==> src/sv/deq_pkg.sv <==
// deq_pkg: types and codes shared by the double-ended queue
// item and result structs, operation and status codes; no dependencies

package deq_pkg;

	// default geometry
	localparam int DEQ_DEPTH      = 16;
	localparam int DEQ_DATA_WIDTH = 32;

	// fixed field widths of the item and result
	localparam int KIND_W   = 2;
	localparam int ELEM_W   = 32;
	localparam int STATUS_W = 2;
	localparam int OCC_W    = 5;

	// operation codes
	localparam logic [KIND_W-1:0] KIND_PUSH_BACK  = 2'd0;
	localparam logic [KIND_W-1:0] KIND_PUSH_FRONT = 2'd1;
	localparam logic [KIND_W-1:0] KIND_POP_FRONT  = 2'd2;
	localparam logic [KIND_W-1:0] KIND_POP_BACK   = 2'd3;

	// status codes
	localparam logic [STATUS_W-1:0] ST_DONE  = 2'd0;
	localparam logic [STATUS_W-1:0] ST_FULL  = 2'd1;
	localparam logic [STATUS_W-1:0] ST_EMPTY = 2'd2;

	typedef struct packed {
		logic [KIND_W-1:0] kind;
		logic [ELEM_W-1:0] element;
	} deq_in_t;

	typedef struct packed {
		logic [STATUS_W-1:0] status;
		logic [OCC_W-1:0]    occupancy;
		logic [ELEM_W-1:0]   front_value;
		logic [ELEM_W-1:0]   back_value;
		logic                nonempty;
	} deq_out_t;

endpackage

==> src/sv/double_ended_queue_top.sv <==
// double_ended_queue_top: ring-buffer deque over a synchronous entry memory
// depends on deq_pkg for the item and result structs and the codes
//
// latency: the result of an item is strobed on done in the cycle after acceptance
// throughput: one item per cycle; busy is never raised, since the pointer update
// is a single increment or decrement and the result stage forwards the written word
// reset: queue empty (head, tail and count cleared); memory contents undefined,
// no clearing pass, only occupied entries are ever shown; receiver cannot stall

module double_ended_queue_top
	import deq_pkg::*;
#(
	parameter int DEPTH      = DEQ_DEPTH,
	parameter int DATA_WIDTH = DEQ_DATA_WIDTH
) (
	input  logic     clk,
	input  logic     arst_n,
	input  logic     start,
	output logic     busy,
	input  deq_in_t  item,
	output logic     done,
	output deq_out_t result
);

	localparam int IDX_W = (DEPTH > 1) ? $clog2(DEPTH) : 1;
	localparam int CNT_W = $clog2(DEPTH + 1);
	localparam logic [IDX_W-1:0] LAST_IDX = IDX_W'(DEPTH - 1);
	localparam logic [CNT_W-1:0] FULL_CNT = CNT_W'(DEPTH);

	// ring index steps with wrap
	function automatic logic [IDX_W-1:0] idx_inc(input logic [IDX_W-1:0] i);
		return (i == LAST_IDX) ? '0 : i + 1'b1;
	endfunction

	function automatic logic [IDX_W-1:0] idx_dec(input logic [IDX_W-1:0] i);
		return (i == '0) ? LAST_IDX : i - 1'b1;
	endfunction

	// entry memory
	logic [DATA_WIDTH-1:0] mem [DEPTH];

	// pointer state: head is the front slot, tail the next free back slot
	logic [IDX_W-1:0] head_q, tail_q;
	logic [CNT_W-1:0] count_q;
	logic             done_q;

	// result stage
	logic [STATUS_W-1:0]   status_s1;
	logic [CNT_W-1:0]      count_s1;
	logic [DATA_WIDTH-1:0] rd_front_s1, rd_back_s1, elem_s1;
	logic                  fwd_front_s1, fwd_back_s1;

	logic                  accept;
	logic [DATA_WIDTH-1:0] elem;
	logic [IDX_W-1:0]      head_n, tail_n, back_addr_n, wr_addr;
	logic [CNT_W-1:0]      count_n;
	logic                  wr_en;
	logic [STATUS_W-1:0]   status_n;
	logic                  is_full, is_empty;

	assign busy   = 1'b0;
	assign accept = start && !busy;
	assign elem   = DATA_WIDTH'(item.element);

	assign is_full  = (count_q == FULL_CNT);
	assign is_empty = (count_q == '0);

	// operation decode and next pointers
	always_comb begin
		head_n   = head_q;
		tail_n   = tail_q;
		count_n  = count_q;
		wr_en    = 1'b0;
		wr_addr  = tail_q;
		status_n = ST_DONE;
		unique case (item.kind)
			KIND_PUSH_BACK: begin
				if (is_full) begin
					status_n = ST_FULL;
				end else begin
					wr_en   = 1'b1;
					wr_addr = tail_q;
					tail_n  = idx_inc(tail_q);
					count_n = count_q + 1'b1;
				end
			end
			KIND_PUSH_FRONT: begin
				if (is_full) begin
					status_n = ST_FULL;
				end else begin
					wr_en   = 1'b1;
					head_n  = idx_dec(head_q);
					wr_addr = head_n;
					count_n = count_q + 1'b1;
				end
			end
			KIND_POP_FRONT: begin
				if (is_empty) begin
					status_n = ST_EMPTY;
				end else begin
					head_n  = idx_inc(head_q);
					count_n = count_q - 1'b1;
				end
			end
			KIND_POP_BACK: begin
				if (is_empty) begin
					status_n = ST_EMPTY;
				end else begin
					tail_n  = idx_dec(tail_q);
					count_n = count_q - 1'b1;
				end
			end
		endcase
		back_addr_n = idx_dec(tail_n);
	end

	// control registers
	always_ff @(posedge clk or negedge arst_n) begin
		if (!arst_n) begin
			head_q  <= '0;
			tail_q  <= '0;
			count_q <= '0;
			done_q  <= 1'b0;
		end else begin
			done_q <= accept;
			if (accept) begin
				head_q  <= head_n;
				tail_q  <= tail_n;
				count_q <= count_n;
			end
		end
	end

	// memory write and read of the new front and back slots
	always_ff @(posedge clk) begin
		if (accept && wr_en) begin
			mem[wr_addr] <= elem;
		end
		if (accept) begin
			rd_front_s1 <= mem[head_n];
			rd_back_s1  <= mem[back_addr_n];
		end
	end

	// result stage, with forwarding of the word written this item
	always_ff @(posedge clk) begin
		if (accept) begin
			status_s1    <= status_n;
			count_s1     <= count_n;
			elem_s1      <= elem;
			fwd_front_s1 <= wr_en && (head_n == wr_addr);
			fwd_back_s1  <= wr_en && (back_addr_n == wr_addr);
		end
	end

	// result assembly
	logic                  nonempty_s1;
	logic [DATA_WIDTH-1:0] front_word, back_word;

	assign nonempty_s1 = (count_s1 != '0);
	assign front_word  = !nonempty_s1 ? '0 : (fwd_front_s1 ? elem_s1 : rd_front_s1);
	assign back_word   = !nonempty_s1 ? '0 : (fwd_back_s1 ? elem_s1 : rd_back_s1);

	assign done               = done_q;
	assign result.status      = status_s1;
	assign result.occupancy   = OCC_W'(count_s1);
	assign result.front_value = ELEM_W'(front_word);
	assign result.back_value  = ELEM_W'(back_word);
	assign result.nonempty    = nonempty_s1;

	// checks
	logic [CNT_W:0] head_plus_count;
	assign head_plus_count = (CNT_W + 1)'(head_q) + (CNT_W + 1)'(count_q);

	a_count_bound: assert property (@(posedge clk) disable iff (!arst_n)
		count_q <= FULL_CNT)
		else $error("entry count above depth");

	a_tail_consistent: assert property (@(posedge clk) disable iff (!arst_n)
		(head_plus_count == (CNT_W + 1)'(tail_q)) ||
		(head_plus_count == (CNT_W + 1)'(tail_q) + (CNT_W + 1)'(DEPTH)))
		else $error("tail does not follow head plus count");

	a_result_follows: assert property (@(posedge clk) disable iff (!arst_n)
		accept |=> done_q)
		else $error("accepted item gave no result");

	a_full_count: assert property (@(posedge clk) disable iff (!arst_n)
		(done_q && status_s1 == ST_FULL) |-> (count_s1 == FULL_CNT))
		else $error("push refused while queue not full");

	a_empty_flag: assert property (@(posedge clk) disable iff (!arst_n)
		(done_q && status_s1 == ST_EMPTY) |-> !nonempty_s1)
		else $error("pop refused while queue holds entries");

endmodule
==> config.mk <==
export PLATFORM = sky130hd
export DESIGN_NAME = double_ended_queue_top
export DESIGN_NICKNAME = d
export VERILOG_FILES = /design/src/sv/deq_pkg.sv /design/src/sv/double_ended_queue_top.sv
export SDC_FILE = /design/constraint.sdc
export NUM_CORES = 1
export LEC_CHECK = 0
export BUFFER_PORTS_ARGS = -buffer_cell sky130_fd_sc_hd__clkbuf_2
export CAP_MARGIN = 5
export CORE_UTILIZATION = 50
export DETAILED_ROUTE_END_ITERATION = 10
export GPL_TIMING_DRIVEN = 0
export HOLD_SLACK_MARGIN = 0.03
export PLACE_DENSITY = 0.67
export SLEW_MARGIN = 25
export SYNTH_ARGS = -nofsm -noshare
export SYNTH_HDL_FRONTEND = slang
export SYNTH_SLANG_ARGS = --single-unit
==> constraint.sdc <==
create_clock -name clk -period 13 [get_ports clk]
set_input_delay 0.65 -clock clk [delete_from_list [all_inputs] [get_ports clk]]
set_output_delay 0.65 -clock clk [all_outputs]
set_load 0.1 [all_outputs]
==> results of run 1 <==
cell usage after synthesis, types with 2 or more instances:
library cell | number | share of area, %
nor4_1 | 2 | 0.043
or3_1 | 3 | 0.064
a31oi_1 | 3 | 0.064
buf_6 | 8 | 0.31
o211ai_1 | 2 | 0.051
nand2_1 | 215 | 2.8
clkbuf_1 | 67 | 0.86
a22oi_1 | 68 | 1.7
a31o_2 | 2 | 0.060
buf_4 | 6 | 0.15
mux4_2 | 192 | 15
buf_1 | 13 | 0.17
o22ai_1 | 2 | 0.043
a21oi_1 | 19 | 0.33
mux2i_1 | 194 | 6.6
nor3_1 | 9 | 0.15
buf_2 | 36 | 0.62
a32oi_1 | 64 | 1.9
xor2_1 | 2 | 0.060
a211oi_1 | 3 | 0.077
a21boi_0 | 3 | 0.077
a221oi_1 | 2 | 0.060
nor2b_1 | 2 | 0.043
and2_1 | 2 | 0.043
xnor2_1 | 13 | 0.39
nand2b_1 | 4 | 0.086
mux2_2 | 4 | 0.15
dfrtp_1 | 14 | 1.2
ha_1 | 14 | 0.60
o21ai_0 | 10 | 0.17
edfxtp_1 | 617 | 63
or4_1 | 3 | 0.077
nand3_1 | 12 | 0.21
o31ai_1 | 3 | 0.077
nand4_1 | 3 | 0.064
inv_1 | 17 | 0.22
nor2_1 | 99 | 1.3
final timing paths:
check	from	end	slack, ns	cells after the start
worst max-delay path	count_q[0]	rd_back_s1[18]	7.88	14
worst max register to register	count_q[0]	rd_back_s1[18]	7.88	14
max in group asynchronous	arst_n	head_q[3]	12.20	2
worst min-delay path	item[27]	mem[4][27]	0.46	1
worst min register to register	count_q[0]	count_q[0]	0.60	1
min in group asynchronous	arst_n	count_q[0]	0.50	2
report_power, final:
part	internal (mW)	switching, mW
combinational	0.913	2.08
clock	1.10	0.796
sequential	2.45	0.0640
flip-flops by register name (all words and copies together) (netlist names), 2 cells and up:
name / cells
count_s1: 5
head_q: 4
mem: 512
tail_q: 4
elem_s1: 32
rd_front_s1: 32
count_q: 5
status_s1: 2
rd_back_s1: 32
logic make-up after synthesis:
logic type	Yosys count	synth area share (%)
multiplexers	390	21.6
buffers and inverters	148	2.38
AO/OA/AOI/OAI	194	5.17
AND/OR/NAND/NOR	365	5.23
adder cells (fa/ha/maj)	14	0.599
XOR/XNOR	15	0.449
flip-flops	631	64.6
other	1	0.0128
metrics by stage:
stage | hold WS, ns | std cells | setup WS [ns]
2_1_floorplan | 0.354 | 1758 | 8.47
3_3_place_gp | 0.562 | 2632 | 3.48
3_5_place_dp | 0.584 | 2670 | 7.55
4_1_cts | 0.439 | 2793 | 7.86
5_1_grt | 0.481 | 2793 | 7.68
6_report | 0.459 | 2794 | 7.88
timing repair:
item                                   in CTS  in global routing
gates resized for setup                     0                  0
buffers inserted                            0                  0
endpoints found under the hold margin      14                  0
hold buffers                                1                  0
critical path: cells and delay by family, from the launching register on:
| family | cells | cell delay [ns] |
|---|---|---|
| and+or+nand+nor | 3 | 0.66 |
| AOI/OAI and AO/OA | 3 | 0.79 |
| muxes | 1 | 0.27 |
| buffers and inverters | 5 | 2.15 |
| adders and majority gates | 2 | 0.51 |
| DFF | 1 | 0.45 |
area by class of cell:
| type | instances | area [sq um] | area share (%) |
|---|---|---|---|
| Sequential cell | 631 | 18900 | 56.2 |
| Multi-Input combinational cell | 979 | 9780 | 29.1 |
| Clock inverter | 31 | 292 | 0.868 |
| Antenna cell | 1 | 2.50 | 0.00745 |
| Inverter | 17 | 63.8 | 0.190 |
| Clock buffer | 91 | 1850 | 5.51 |
| Timing Repair Buffer | 148 | 1110 | 3.31 |
| Tap cell | 765 | 957 | 2.85 |
| Buffer | 131 | 642 | 1.91 |
layer usage:
metal / track usage (%) / part of all wire (%)
met1: 39.1 / 40
met2: 43.8 / 47
met5: 0 / 0
met3: 5.82 / 9.8
met4: 9.60 / 3.0
==> impl_metrics.yaml, run 1 <==
outcome:
  status: "completed"
clock_tree:
  path_clk_slew_ns: 0.06
  h-tree-depth: 3
  max-clock-path-buffers: 3
  clock_latency_ns: 0.62
  cts_made_buffers: 68
  cts_sinks: 631
  cts_tree: "yes"
  root_buffer: "clkbuf_16"
floorplanning:
  io_pins: 111
  coreArea_sq_um: 57700
  start_util_pct: 50.7
  rows: 88
  die_w_um: 244
  die_h_um: 244
  die_area_sq_um: 59400
cells_and_area:
  final_nets: 2027
  final_util_pct: 58.2
  postLayoutCellArea_sq_um: 33600
  areaGrowthSynthToFinish_pct: 14.9
  drive_gt1_share_pct: 25.6
  fillCellCount: 4368
  final_common_cell: "edfxtp_1"
  layout_common_cells: "edfxtp_1 (617), nand2_1 (215), mux2i_1 (194), mux4_2 (192), clkbuf_2 (111)"
drt:
  drc: 0
  dr.pass1.iters: 5
  vias: 18100
  routed_wl_um: 82400
  drt_iter0_markers: 2271
  detail_route.wl_per_cell_um: 29.5
  ant_nets: 0
  viasPerCell: 6.48
power:
  worst_ir_drop_vdd_mv: 0.170
  power_density_nw_per_um2: 221
  power.leakage_nw: 11.7
  power_mw: 7.40
grt:
  grt_pass1_wl_um: 120000
  antenna_found_initial: 0
  overflow: 0
  grt_pass1_vias: 17900
  grt_max_degree: 63
  grt_usage_pct: 27.9
hold_path:
  min_path_type: "in2reg"
synthesis:
  synth-edff-count: 617
  ys_types: 63
  ys.flop_type: "edfxtp_1"
  syn-cell-area_sq_um: 29200
  ys_warn_count: 0
  yosysSeqAreaShare_pct: 64.6
  synth_area_per_cell_sq_um: 16.6
  synth.net_count: 1809
  synthCells: 1758
  ys_ff_latch: 631
  synth_async_sr_flop_share_pct: 2.22
place:
  port_buffers: 109
  dpl.hpwl_um: 55100
  post_dp_cell_area_sq_um: 31400
  gp_congestion: 0.856
worst_setup_path:
  crit_slowest_cell: "clkbuf_1"
  crit_chain: "inv_1 -> ha_1 -> or4b_1 -> buf_2 -> a32o_1 -> a22oi_4 -> ha_1 -> clkbuf_1 -> clkbuf_1 -> clkbuf_1 -> mux2i_1 -> nand2_1 -> a32oi_1 -> nand2_1"
  arrival_ns: 5.46
  crit_required_ns: 13.34
  crit_path_max_incr_delay_ns: 0.88
  cp_common_cell: "clkbuf_1"
  crit_fanout: 10
  worstSetupPathType: "reg2reg"
  critPathCaptureType: "register"
  critPathLaunchType: "register"
timing:
  hold_violations: 0
  skew_ns: 0.0190
  fmax_ghz: 0.195
  final_max_slew_viol_count: 0
  tns_ns: 0
  min_period_ns: 5.12
  max_slew_margin_pct: 23.5
  min_period_over_period_pct: 39.4
  worstMarginPinSlew_ns: 1.15
  rsz0062_at_grt: "false"
  setup_viol_count_final: 0
flow_run:
  maxCapViolations: 0
(Power assumes the default switching activity.)
==> inputs of run 2 (changes only) <==
- PLACE_DENSITY: 0.67 -> 0.69
- clock period: 13 -> 4.3 ns (I/O delays scaled with it)
==> impl_metrics.yaml, run 2 (synthesized netlist as in run 1, its figures left out) <==
drt:
  drt-met1-wl_um: 32000
  routed_wl_um: 82300
  wl_met3_um: 8660
  drt_iter0_markers: 2530
  viasPerCell: 6.50
  dr.pass1.iters: 6
  met2_length_um: 38800
  detail_route.wl_per_cell_um: 29.3
  ant_nets: 0
  drc: 0
  routed.top_layer: "met5"
  vias: 18300
grt:
  grt_max_degree: 62
  antenna_found_initial: 2
  grt_usage_pct: 28.0
  overflow: 0
  grt_pass1_wl_um: 120000
  grt_pass1_vias: 18400
clock_tree:
  h-tree-depth: 3
  path_clk_slew_ns: 0.06
  root_buffer: "clkbuf_16"
  cts_tree: "yes"
  max-clock-path-buffers: 3
  clock_latency_ns: 0.62
  cts_sinks: 631
  cts_made_buffers: 68
cells_and_area:
  areaGrowthSynthToFinish_pct: 16.8
  postLayoutCellArea_sq_um: 34200
  largest_reg_flops: 512
  drive_gt1_share_pct: 28.1
  final_common_cell: "edfxtp_1"
  top_register: "mem"
  final_nets: 2043
  fillCellCount: 4282
  layout_common_cells: "edfxtp_1 (617), nand2_1 (215), mux2i_1 (193), mux4_2 (192), clkbuf_2 (129)"
timing:
  worst_slack_ns: 0.0240
  fmax_ghz: 0.234
  min_period_ns: 4.28
  fin_hold_ws_ns: 0.0559
  rsz0062_at_grt: "true"
  worstMarginPinSlew_ns: 1.12
  max_slew_margin_pct: 25.6
  hold_violations: 0
  setup_viol_count_final: 0
  final_max_slew_viol_count: 0
  skew_ns: 0.0230
  min_period_over_period_pct: 99.4
place:
  dp_slack_ns: -0.885
  dpl.hpwl_um: 55100
  post_dp_cell_area_sq_um: 31600
  gp_congestion: 0.861
  port_buffers: 109
worst_setup_path:
  cp-endpoint: "rd_back_s1[21]"
  crit_slowest_cell: "dfrtp_1"
  critical_path_buf_inv_count: 5
  crit_fanout: 10
  critPathLaunchType: "register"
  cp_num_cells: 13
  startpoint: "count_q[0]"
  crit_chain: "inv_1 -> ha_1 -> or4b_1 -> buf_2 -> a32o_1 -> a22oi_4 -> ha_2 -> clkbuf_1 -> buf_4 -> buf_4 -> mux4_2 -> a32oi_1 -> nand2_1"
  critPathCaptureType: "register"
  crit_path_max_incr_delay_ns: 0.45
  cp_common_cell: "buf_4"
  path_delay_family: "buffers and inverters"
  reg2reg_from: "count_q[0]"
  worstSetupPathType: "reg2reg"
  reg2reg_depth: 13
  crit_required_ns: 4.63
  rrSetupSlack_ns: 0.02
  arrival_ns: 4.61
  r2r-end: "rd_back_s1[21]"
power:
  seqPwrFrac_pct: 33.7
  netSwitchingPower_mw: 8.95
  switching_share_pct: 39.6
  power.leakage_nw: 12.0
  power_density_nw_per_um2: 661
  internal_power_mw: 13.6
  power_mw: 22.6
  worst_ir_drop_vdd_mv: 0.579
  clockPowerShare_pct: 25.4
  comb_power_share_pct: 40.9
floorplanning:
  rows: 88
  die_w_um: 244
  start_util_pct: 50.7
  die_area_sq_um: 59400
  io_pins: 111
  coreArea_sq_um: 57700
  die_h_um: 244
hold_path:
  min_path_type: "in2reg"
outcome:
  status: "completed"
flow_run:
  maxCapViolations: 0
==> run 2: worst min path at each step <==
stage / end / start / depth (start not counted)
6_report: done / start / 1
5_1_grt: mem[2][30] / item[30] / 1
2_1_floorplan: count_q[0] / arst_n / 0
3_3_place_gp: count_q[0] / arst_n / 1
4_1_cts: mem[13][19] / item[19] / 1
3_5_place_dp: count_q[0] / arst_n / 1
==> run 2: per-stage QoR <==
| step | std cells | utilization, % | TNS [ns] |
|---|---|---|---|
| 6_report | 2812 | 59.2 | 0 |
| 3_3_place_gp | 2632 | 53.3 | -1253.88 |
| 5_1_grt | 2811 | 59.2 | -0.0674 |
| 2_1_floorplan | 1758 | - | -8.41 |
| 4_1_cts | 2812 | 59.0 | 0 |
| 3_5_place_dp | 2672 | 54.8 | -35.10 |
==> run 2: area by class of cell <==
| cell class | count | area (sq um) | area share [%] |
|---|---|---|---|
| well taps | 765 | 957 | 2.80 |
| repair buffers | 165 | 1460 | 4.29 |
| clock buffers | 82 | 1830 | 5.35 |
| clock inverters | 42 | 344 | 1.01 |
| inverters | 17 | 63.8 | 0.187 |
| flip-flops and latches | 631 | 18900 | 55.3 |
| diodes | 1 | 2.50 | 0.00733 |
| plain buffers | 130 | 769 | 2.25 |
| multi-input cells | 979 | 9850 | 28.8 |
==> run 2: power by group through the flow <==
stage          clock network (mW)  logic, mW  registers, mW
3_5_place_dp                    0       8.95           7.73
2_1_floorplan                   0       6.29           7.83
4_1_cts                      5.79       9.05           7.60
6_report                     5.74       9.23           7.60
5_1_grt                      6.02       9.60           7.65
3_3_place_gp                    0       8.78           7.71
==> run 2: what timing repair did <==
item / 4_1_cts / 5_1_grt
resized for setup: 37 / 79
hold endpoints to repair: 204 / 0
pin swaps: 1 / 0
hold buffers: 14 / 0
endpoints found under the setup margin: 64 / 61
setup buffers: 2 / 0
==> run 2: per-layer routing <==
layer	vias to the layer above	track usage (%)
met5	-	0
met4	2	10.6
met3	183	6.07
met2	1158	43.9
met1	9339	38.5
li1	7600	-
==> inputs of run 3 (changes only) <==
- CORE_UTILIZATION: 50 -> 40
- PLACE_DENSITY: 0.69 -> unset
==> impl_metrics.yaml, run 3 (synthesized netlist as in run 1, its figures left out) <==
grt:
  antenna_found_initial: 1
  grt_pass1_vias: 18600
  grt_usage_pct: 23.3
  overflow: 0
  grt_pass1_wl_um: 125000
  grt_max_degree: 58
timing:
  min_period_over_period_pct: 97.9
  tns_ns: 0
  min_period_ns: 4.21
  skew_ns: 0.0202
  fmax_ghz: 0.238
  max_slew_margin_pct: 30.0
  worstMarginPinSlew_ns: 1.05
  final_max_slew_viol_count: 0
  setup_viol_count_final: 0
  worst_slack_ns: 0.0923
  rsz0062_at_grt: "true"
  hold_violations: 0
floorplanning:
  die_area_sq_um: 74200
  coreArea_sq_um: 71900
  die_h_um: 272
  io_pins: 111
  start_util_pct: 40.7
  die_w_um: 272
  rows: 98
worst_setup_path:
  cp-endpoint: "rd_front_s1[22]"
  reg2reg_from: "count_q[0]"
  critPathLaunchType: "register"
  reg2reg_depth: 12
  r2r-end: "rd_front_s1[22]"
  crit_required_ns: 4.77
  worstSetupPathType: "reg2reg"
  critPathCaptureType: "register"
  startpoint: "count_q[0]"
  crit_fanout: 10
  rrSetupSlack_ns: 0.09
  arrival_ns: 4.68
drt:
  drt_iter0_markers: 1936
  vias: 18000
  viasPerCell: 6.00
  dr.pass1.iters: 5
  ant_nets: 0
  routed_wl_um: 85100
  drc: 0
  detail_route.wl_per_cell_um: 28.3
power:
  power_density_nw_per_um2: 662
  power.leakage_nw: 12.1
  worst_ir_drop_vdd_mv: 0.587
cells_and_area:
  final_util_pct: 48.2
  final_nets: 2050
  areaGrowthSynthToFinish_pct: 18.4
  final_common_cell: "edfxtp_1"
  multi_input_area_sq_um: 9840
  fillCellCount: 6123
  regArea_sq_um: 18900
  layout_common_cells: "edfxtp_1 (617), nand2_1 (215), mux2i_1 (193), mux4_2 (192), clkbuf_2 (129)"
  antenna_cells: 0
  drive_gt1_share_pct: 28.0
  largest_reg_flops: 512
  top_register: "mem"
  postLayoutCellArea_sq_um: 34600
flow_run:
  maxCapViolations: 0
place:
  port_buffers: 109
  dpl.hpwl_um: 58600
  gp_congestion: 0.830
  post_dp_cell_area_sq_um: 31900
  dp_slack_ns: -0.675
clock_tree:
  root_buffer: "clkbuf_16"
  clock_latency_ns: 0.64
  max-clock-path-buffers: 3
  cts_sinks: 631
  cts_tree: "yes"
  cts_made_buffers: 70
  path_clk_slew_ns: 0.06
  h-tree-depth: 3
outcome:
  status: "completed"
hold_path:
  min_path_type: "in2async"
run 3: worst max-delay path, stage by stage, from the launching register on:
cell and delay [ns]:
dfrtp_1 0.44, inv_1 0.14, ha_1 0.25, or4b_1 0.43, buf_2 0.21, nand4_1 0.11, o21ai_0 0.08, a22oi_1 0.75
nor2b_1 0.22, clkbuf_1 0.29, clkbuf_1 0.78, a22oi_1 0.15, nand2_1 0.19
run 3: how the worst min path moves through the flow:
stage	endpoint	slack [ns]	start
final	head_q[0]	0.05	arst_n
after global routing	elem_s1[12]	0.07	item[12]
after CTS	mem[8][6]	0.03	item[6]
after detailed placement	count_q[1]	0.17	arst_n
after global placement	head_q[3]	0.16	arst_n
after floorplan	count_q[0]	-0.08	arst_n
run 3: stage by stage:
stage | instances | hold slack, ns | power, mW
floorplan | 1758 | -0.0806 | 14.1
global placement | 2817 | 0.161 | 16.7
detailed placement | 2859 | 0.169 | 16.8
CTS | 3004 | 0.0321 | 22.9
global route | 3004 | 0.0713 | 23.7
finish | 3004 | 0.0501 | 22.9
run 3: per-layer routing:
| layer | global-route usage [%] | vias to the layer above | part of all wire, % |
|---|---|---|---|
| met5 | 0 | - | 0.015 |
| met2 | 37.3 | 894 | 48 |
| li1 | - | 7606 | - |
| met1 | 31.8 | 9389 | 41 |
| met3 | 4.43 | 147 | 8.7 |
| met4 | 8.12 | 2 | 2.8 |
run 3: timing repair:
action | CTS | global route
resized for setup | 31 | 76
endpoints found under the hold margin | 269 | 0
endpoints found under the setup margin | 70 | 62
buffers inserted | 0 | 1
hold buffers | 18 | 0
pin swaps | 0 | 1
run 3: cell type report:
cell class / count / area share [%]
inverter: 17 / 0.184
tap: 950 / 3.43
multi-input combinational: 979 / 28.4
buffer: 129 / 2.19
clock buffer: 89 / 5.36
timing repair buffer: 171 / 4.54
sequential: 631 / 54.5
clock inverter: 38 / 1.34
run 3: where the power goes:
part	leakage, nW	internal (mW)	switching [mW]
sequential	5.81	7.41	0.196
combinational	5.14	2.87	6.33
clock	1.12	3.62	2.50
